===== config.mk =====
export PLATFORM = sky130hd
export DESIGN_NAME = indexed_shift_list_top
export DESIGN_NICKNAME = d
export VERILOG_FILES = /design/src/design/isl_pkg.sv /design/src/design/isl_cell.sv /design/src/design/isl_decode.sv /design/src/design/indexed_shift_list_top.sv
export SDC_FILE = /design/constraint.sdc
export NUM_CORES = 2
export LEC_CHECK = 0
export BUFFER_PORTS_ARGS = -buffer_cell sky130_fd_sc_hd__buf_4
export CAP_MARGIN = 10
export CORE_MARGIN = 3
export CORE_UTILIZATION = 30
export DETAILED_ROUTE_END_ITERATION = 8
export PLACE_DENSITY = 0.41
export SLEW_MARGIN = 5
export SYNTH_ARGS = -nofsm -noshare
export SYNTH_HDL_FRONTEND = slang
export SYNTH_HIERARCHICAL = 1
export SYNTH_SLANG_ARGS = --single-unit

===== constraint.sdc =====
create_clock -name clock -period 22.2 [get_ports clock]
set_input_delay 0 -clock clock [delete_from_list [all_inputs] [get_ports clock]]
set_output_delay 0 -clock clock [all_outputs]
set_load 0.005 [all_outputs]

===== src/design/isl_pkg.sv =====
// ----------------------------------------------------------------------------
// isl_pkg
// Shared types, codes and sizes of the indexed shift list.
// ----------------------------------------------------------------------------
`timescale 1ns / 1ps
`default_nettype none

package isl_pkg;

   localparam int ISL_CAPACITY   = 32;
   localparam int ISL_DATA_WIDTH = 32;

   // Fixed field widths of the stream words.
   localparam int ISL_OP_W     = 2;
   localparam int ISL_POS_W    = 6;
   localparam int ISL_VALUE_W  = 32;
   localparam int ISL_STATUS_W = 2;
   localparam int ISL_COUNT_W  = 6;
   localparam int ISL_REQ_W    = 40;
   localparam int ISL_RSP_W    = 40;

   // Widest entry and widest cell index the parameter ranges allow.
   localparam int ISL_MAXW  = 64;
   localparam int ISL_TGT_W = 8;

   localparam logic [ISL_OP_W-1:0] OP_READ   = 2'd0;
   localparam logic [ISL_OP_W-1:0] OP_INSERT = 2'd1;
   localparam logic [ISL_OP_W-1:0] OP_DELETE = 2'd2;
   localparam logic [ISL_OP_W-1:0] OP_APPEND = 2'd3;

   localparam logic [ISL_STATUS_W-1:0] ST_OK    = 2'd0;
   localparam logic [ISL_STATUS_W-1:0] ST_RANGE = 2'd1;
   localparam logic [ISL_STATUS_W-1:0] ST_FULL  = 2'd2;

   // Command broadcast from the decoder to every cell of the chain.
   typedef struct packed {
      logic                 read;
      logic                 shift_up;
      logic                 shift_down;
      logic                 write;
      logic [ISL_TGT_W-1:0] target;
      logic [ISL_MAXW-1:0]  value;
   } isl_cmd_type;

endpackage

`default_nettype wire


===== src/design/isl_cell.sv =====
// ----------------------------------------------------------------------------
// isl_cell
// One list slot: holds an entry and moves it to or from its neighbors.
// ----------------------------------------------------------------------------
`timescale 1ns / 1ps
`default_nettype none

module isl_cell
   import isl_pkg::*;
#(
   parameter int DATA_WIDTH = ISL_DATA_WIDTH,
   parameter int INDEX      = 0
) (
   input  wire logic                  clock,
   input  wire isl_cmd_type           cmd,
   input  wire logic [DATA_WIDTH-1:0] left_data,
   input  wire logic [DATA_WIDTH-1:0] right_data,
   output logic      [DATA_WIDTH-1:0] data_out,
   output logic      [DATA_WIDTH-1:0] hit_data
);

   localparam logic [ISL_TGT_W-1:0] MY_IDX = ISL_TGT_W'(INDEX);

   logic [DATA_WIDTH-1:0] entry_ff;
   logic [DATA_WIDTH-1:0] entry_in;

   always_comb begin
      entry_in = entry_ff;
      if (cmd.shift_up) begin
         if (MY_IDX > cmd.target) begin
            entry_in = left_data;
         end else if (MY_IDX == cmd.target) begin
            entry_in = cmd.value[DATA_WIDTH-1:0];
         end
      end else if (cmd.shift_down) begin
         if (MY_IDX >= cmd.target) begin
            entry_in = right_data;
         end
      end else if (cmd.write) begin
         if (MY_IDX == cmd.target) begin
            entry_in = cmd.value[DATA_WIDTH-1:0];
         end
      end
   end

   always_ff @(posedge clock) begin
      entry_ff <= entry_in;
   end

   assign data_out = entry_ff;
   assign hit_data = (cmd.read && (MY_IDX == cmd.target)) ? entry_ff : '0;

endmodule

`default_nettype wire


===== src/design/isl_decode.sv =====
// ----------------------------------------------------------------------------
// isl_decode
// Checks an operation against the count and builds the cell command.
// ----------------------------------------------------------------------------
`timescale 1ns / 1ps
`default_nettype none

module isl_decode
   import isl_pkg::*;
#(
   parameter int CAPACITY = ISL_CAPACITY,
   localparam int CNT_W   = $clog2(CAPACITY + 1)
) (
   input  wire logic                    fire,
   input  wire logic [ISL_OP_W-1:0]     op,
   input  wire logic [ISL_POS_W-1:0]    position,
   input  wire logic [ISL_VALUE_W-1:0]  value,
   input  wire logic [CNT_W-1:0]        count,
   output logic      [CNT_W-1:0]        count_next,
   output logic      [ISL_STATUS_W-1:0] status,
   output isl_cmd_type                  cmd
);

   localparam int CMP_W = (CNT_W > ISL_POS_W) ? CNT_W : ISL_POS_W;

   logic [CMP_W-1:0] pos_cmp;
   logic [CMP_W-1:0] cnt_cmp;
   logic             full;

   assign pos_cmp = CMP_W'(position);
   assign cnt_cmp = CMP_W'(count);
   assign full    = (count == CNT_W'(CAPACITY));

   always_comb begin
      status         = ST_OK;
      count_next     = count;
      cmd            = '0;
      cmd.value      = ISL_MAXW'(value);
      cmd.target     = ISL_TGT_W'(position);
      case (op)
         OP_READ: begin
            if (pos_cmp >= cnt_cmp) begin
               status = ST_RANGE;
            end else begin
               cmd.read = fire;
            end
         end
         OP_INSERT: begin
            // The index is judged before the free space.
            if (pos_cmp > cnt_cmp) begin
               status = ST_RANGE;
            end else if (full) begin
               status = ST_FULL;
            end else begin
               cmd.shift_up = fire;
               if (fire) begin
                  count_next = count + CNT_W'(1);
               end
            end
         end
         OP_DELETE: begin
            if (pos_cmp >= cnt_cmp) begin
               status = ST_RANGE;
            end else begin
               cmd.shift_down = fire;
               if (fire) begin
                  count_next = count - CNT_W'(1);
               end
            end
         end
         OP_APPEND: begin
            cmd.target = ISL_TGT_W'(count);
            if (full) begin
               status = ST_FULL;
            end else begin
               cmd.write = fire;
               if (fire) begin
                  count_next = count + CNT_W'(1);
               end
            end
         end
         default: begin
            status = ST_OK;
         end
      endcase
   end

endmodule

`default_nettype wire


===== src/design/indexed_shift_list_top.sv =====
// ----------------------------------------------------------------------------
// indexed_shift_list_top
// Ordered list of words with read, insert, delete and append at an index.
// ----------------------------------------------------------------------------
//  channel | dir | fields
//  req_    | in  | tdata: op[1:0], position[7:2], value[39:8]
//  rsp_    | out | tdata: status[1:0], read_value[33:2], entry_count[39:34]
//
// One word is taken per cycle while the response is not stalled; its response
// is registered and shows in the cycle after acceptance. All slots of the cell
// chain shift together, so no operation takes longer than another.
// A stalled response holds the output register, and a new word is taken only
// when that register is empty or being drained in the same cycle.
// Reset clears the entry count and the response valid; slot contents are not
// cleared, as no slot at or beyond the count is ever read.
// ----------------------------------------------------------------------------
`timescale 1ns / 1ps
`default_nettype none

module indexed_shift_list_top
   import isl_pkg::*;
#(
   parameter int CAPACITY   = ISL_CAPACITY,
   parameter int DATA_WIDTH = ISL_DATA_WIDTH
) (
   input  wire logic                 clock,
   input  wire logic                 reset,
   input  wire logic                 req_tvalid,
   output logic                      req_tready,
   input  wire logic [ISL_REQ_W-1:0] req_tdata,  // op, position, value
   output logic                      rsp_tvalid,
   input  wire logic                 rsp_tready,
   output logic      [ISL_RSP_W-1:0] rsp_tdata   // status, read_value, entry_count
);

   localparam int CNT_W = $clog2(CAPACITY + 1);

   logic                    fire;
   logic [ISL_OP_W-1:0]     req_op;
   logic [ISL_POS_W-1:0]    req_position;
   logic [ISL_VALUE_W-1:0]  req_value;

   logic [CNT_W-1:0]        count_ff;
   logic [CNT_W-1:0]        count_in;
   logic [ISL_STATUS_W-1:0] status;
   isl_cmd_type             cmd;

   logic [DATA_WIDTH-1:0]   cell_data [CAPACITY];
   logic [DATA_WIDTH-1:0]   hit_data  [CAPACITY];
   logic [DATA_WIDTH-1:0]   read_any;
   logic [ISL_MAXW-1:0]     read_wide;

   logic                    rsp_valid_ff;
   logic                    rsp_valid_in;
   logic [ISL_RSP_W-1:0]    rsp_data_ff;
   logic [ISL_RSP_W-1:0]    rsp_data_in;

   assign req_op       = req_tdata[1:0];
   assign req_position = req_tdata[7:2];
   assign req_value    = req_tdata[39:8];

   assign req_tready = !reset && (!rsp_valid_ff || rsp_tready);
   assign fire       = req_tvalid && req_tready;

   isl_decode #(
      .CAPACITY (CAPACITY)
   ) u_isl_decode (
      .fire       (fire),
      .op         (req_op),
      .position   (req_position),
      .value      (req_value),
      .count      (count_ff),
      .count_next (count_in),
      .status     (status),
      .cmd        (cmd)
   );

   for (genvar i = 0; i < CAPACITY; i++) begin : g_cell
      // The chain ends feed back their own slot, which only ever leaves that slot unchanged.
      isl_cell #(
         .DATA_WIDTH (DATA_WIDTH),
         .INDEX      (i)
      ) u_isl_cell (
         .clock      (clock),
         .cmd        (cmd),
         .left_data  (cell_data[(i == 0) ? 0 : i - 1]),
         .right_data (cell_data[(i == CAPACITY - 1) ? i : i + 1]),
         .data_out   (cell_data[i]),
         .hit_data   (hit_data[i])
      );
   end

   // At most one cell reports a hit, so the read is an OR over all slots.
   always_comb begin
      read_any = '0;
      for (int i = 0; i < CAPACITY; i++) begin
         read_any = read_any | hit_data[i];
      end
   end

   assign read_wide = ISL_MAXW'(read_any);

   assign rsp_valid_in = fire || (rsp_valid_ff && !rsp_tready);
   assign rsp_data_in  = {ISL_COUNT_W'(count_in), read_wide[ISL_VALUE_W-1:0], status};

   always_ff @(posedge clock) begin
      if (reset) begin
         count_ff     <= '0;
         rsp_valid_ff <= 1'b0;
      end else begin
         count_ff     <= count_in;
         rsp_valid_ff <= rsp_valid_in;
      end
   end

   always_ff @(posedge clock) begin
      if (fire) begin
         rsp_data_ff <= rsp_data_in;
      end
   end

   assign rsp_tvalid = rsp_valid_ff;
   assign rsp_tdata  = rsp_data_ff;

endmodule

`default_nettype wire


==> flow_summary.yaml <==
sta:
  setup_violations: 0
  rsz0062_at_grt: "no"
  setup-tns-final_ps: 0
  max_slew_margin_pct: 1.03
  skew_ps: 71.4
  fin_ws_ps: 14710
  post-route-period-util_pct: 33.7
  fin_crit_ps: 7490
  fmax_mhz: 134
  finalHoldViolCount: 0
  worstMarginPinSlew_ps: 1470
  finalMaxSlewViolations: 0
place:
  routabilityCongestion: 0.956
  place_ws_ps: 15140
  placement.io_buffers: 85
  post-dp-hpwl_mm: 355
  post_dp_cell_area_um2: 100000
routing:
  via_per_inst: 6.86
  wirelength_mm: 548
  first_iter_violations: 15000
  ant_nets: 0
  vias: 101000
  drc: 0
  avgRoutedWirePerCell_um: 37.2
  first_pass_iters: 8
floorplanning:
  rows: 207
  io_pins: 86
  chipHeight_um: 574
  core-area_um2: 320000
  die_width_um: 574
  dieArea_um2: 329000
  start_util_pct: 30.3
clock_network:
  insertion_delay_ps: 900
  post_cts_resized: 0
  cts_buffer_depth: 4
  cts_buffers: 161
  post_cts_buffers: 0
  clkSinkCount: 1071
  ctsHtreeMaxLevel: 4
  cts_tree: "yes"
  clk_pin_slew_ps: 60
  cts-hold-fix-buffers: 48
  clock-root-buffer: "clkbuf_16"
worst_hold_path:
  hp-start: "req_tdata[4]"
  hp-class: "in -> reg"
  hold_depth: 5
  holdPathEnd: "rsp_tdata[0]$_DFFE_PP_"
setup_path:
  cp_slowest_stage_delay_ps: 1210
  cp_num_buf_inv: 6
  crit_path_end_kind: "flip-flop"
  required_ps: 22830
  crit_slowest_cell: "nor4_1"
  r2r-end: "rsp_tdata[23]$_DFFE_PP_"
  critical_path_class: "reg -> reg"
  timing.rr.start: "count_ff[3]$_SDFF_PP0_"
  cp_max_fo: 102
  crit_chain: "inv_1 -> ha_1 -> a21oi_1 -> dlygate4sd3_1 -> o21ai_0 -> dlygate4sd3_1 -> a211oi_1 -> and3b_4 -> buf_4 -> buf_4 -> buf_4 -> and3_1 -> nor4_1 -> nand4_1 -> or2_1"
  start_kind: "flip-flop"
  reg2reg_depth: 15
  cp_common_cell: "buf_4"
  arrival_ps: 8110
  critPathTopFamily: "simple AND/OR/NAND/NOR gates"
  rrSetupSlack_ps: 14710
outcome:
  violations: "capacitance limit"
  status: "complete, but fails checks"
pwr:
  power_frac_comb_pct: 13.5
  p_sw_share_pct: 31.2
  p_switching_uw: 1770
  leakagePower_uw: 0.0376
  p_int_uw: 3910
  power_density_nw_per_um2: 53.9
  ir_worst_vdd_v: 0.0000530
  finalPower_uw: 5680
  seqPwrFrac_pct: 42.1
  p_clk_share_pct: 44.4
grt:
  grt_pass1_wl_mm: 765
  grt_util_all_layers_pct: 31.4
  grt_start_max_net_pins: 216
  antenna_found_initial: 46
  grt_remaining_overflow: 0
  first_global_vias: 94700
synth:
  synth_cells: 11000
  syn_area_um2: 96800
  avgSynthCellArea_um2: 8.84
  ys_warn_count: 6
final_layout:
  area_growth_pct: 9.03
  layout_commonest_cell: "and3_1"
  layout.nets: 10400
  fillers: 33200
  drive_above_1_share_pct: 14.1
  fin_util_pct: 33.0
  final_cell_area_um2: 106000
  final_cell_mix: "1372 x and3_1, 1064 x edfxtp_1, 599 x o21ai_0, 473 x buf_4, 431 x nor2_1"
job:
  drv_cap: 1
==> metal layers <==
metal	up-vias	routed length (um)	GRT usage [%]
met3	1130	47300	5.76
met4	28	40700	20.1
met2	5689	235000	46.5
li1	42400	-	-
met1	51900	225000	41.9
met5	-	180	0
==> worst max path at each step <==
stage	to	depth (start not counted)	start
floorplan	g_cell[24].u_isl_cell/data_out[0]$_DFFE_PP_	8	req_tdata[1]
global placement	rsp_tdata[22]$_DFFE_PP_	15	req_tdata[0]
detailed placement	rsp_tdata[5]$_DFFE_PP_	15	req_tdata[0]
CTS	rsp_tdata[23]$_DFFE_PP_	15	count_ff[3]$_SDFF_PP0_
global route	rsp_tdata[23]$_DFFE_PP_	15	count_ff[3]$_SDFF_PP0_
finish	rsp_tdata[23]$_DFFE_PP_	15	count_ff[3]$_SDFF_PP0_
==> registers in the layout, summed over array words and instances, names as in the netlist <==
| register | cells |
|---|---|
| rsp_tdata | 40 |
| g_cell.u_isl_cell/data_out | 1024 |
| rsp_tvalid | 1 |
| count_ff | 6 |
==> power by group through the flow <==
stage	registers (uW)	logic [uW]	clock network, uW
3_3_place_gp	2430	725	0
2_1_floorplan	2370	482	0
4_1_cts	2390	743	2570
5_1_grt	2400	799	2630
3_5_place_dp	2430	734	0
6_report	2390	769	2520
==> area by class of cell <==
| cell class | count | area (um^2) | area share [%] |
|---|---|---|---|
| antenna | 20 | 50.0 | 0.0474 |
| clock buffer | 216 | 4300 | 4.07 |
| clock inverter | 61 | 422 | 0.400 |
| inverter | 381 | 1440 | 1.36 |
| multi-input combinational | 8162 | 57500 | 54.5 |
| sequential | 1071 | 32100 | 30.4 |
| tap | 4284 | 5360 | 5.08 |
| timing repair buffer | 539 | 4340 | 4.11 |
==> through the flow <==
stage	hold slack, ps	instances
2_1_floorplan	35.9	11000
3_3_place_gp	239	14400
3_5_place_dp	244	14400
4_1_cts	1.19	14700
5_1_grt	67.4	14700
6_report	37.4	14700
==> tightest hold or removal path, delay by kind of cell <==
| kind | cells | cell delay (ps) |
|---|---|---|
| AND/OR/NAND/NOR | 1 | 270 |
| AO/OA/AOI/OAI | 2 | 240 |
| adder cells (fa/ha/maj) | 1 | 130 |
| buffers and inverters | 1 | 110 |
No activity file was read; power rests on OpenSTA's default activity.
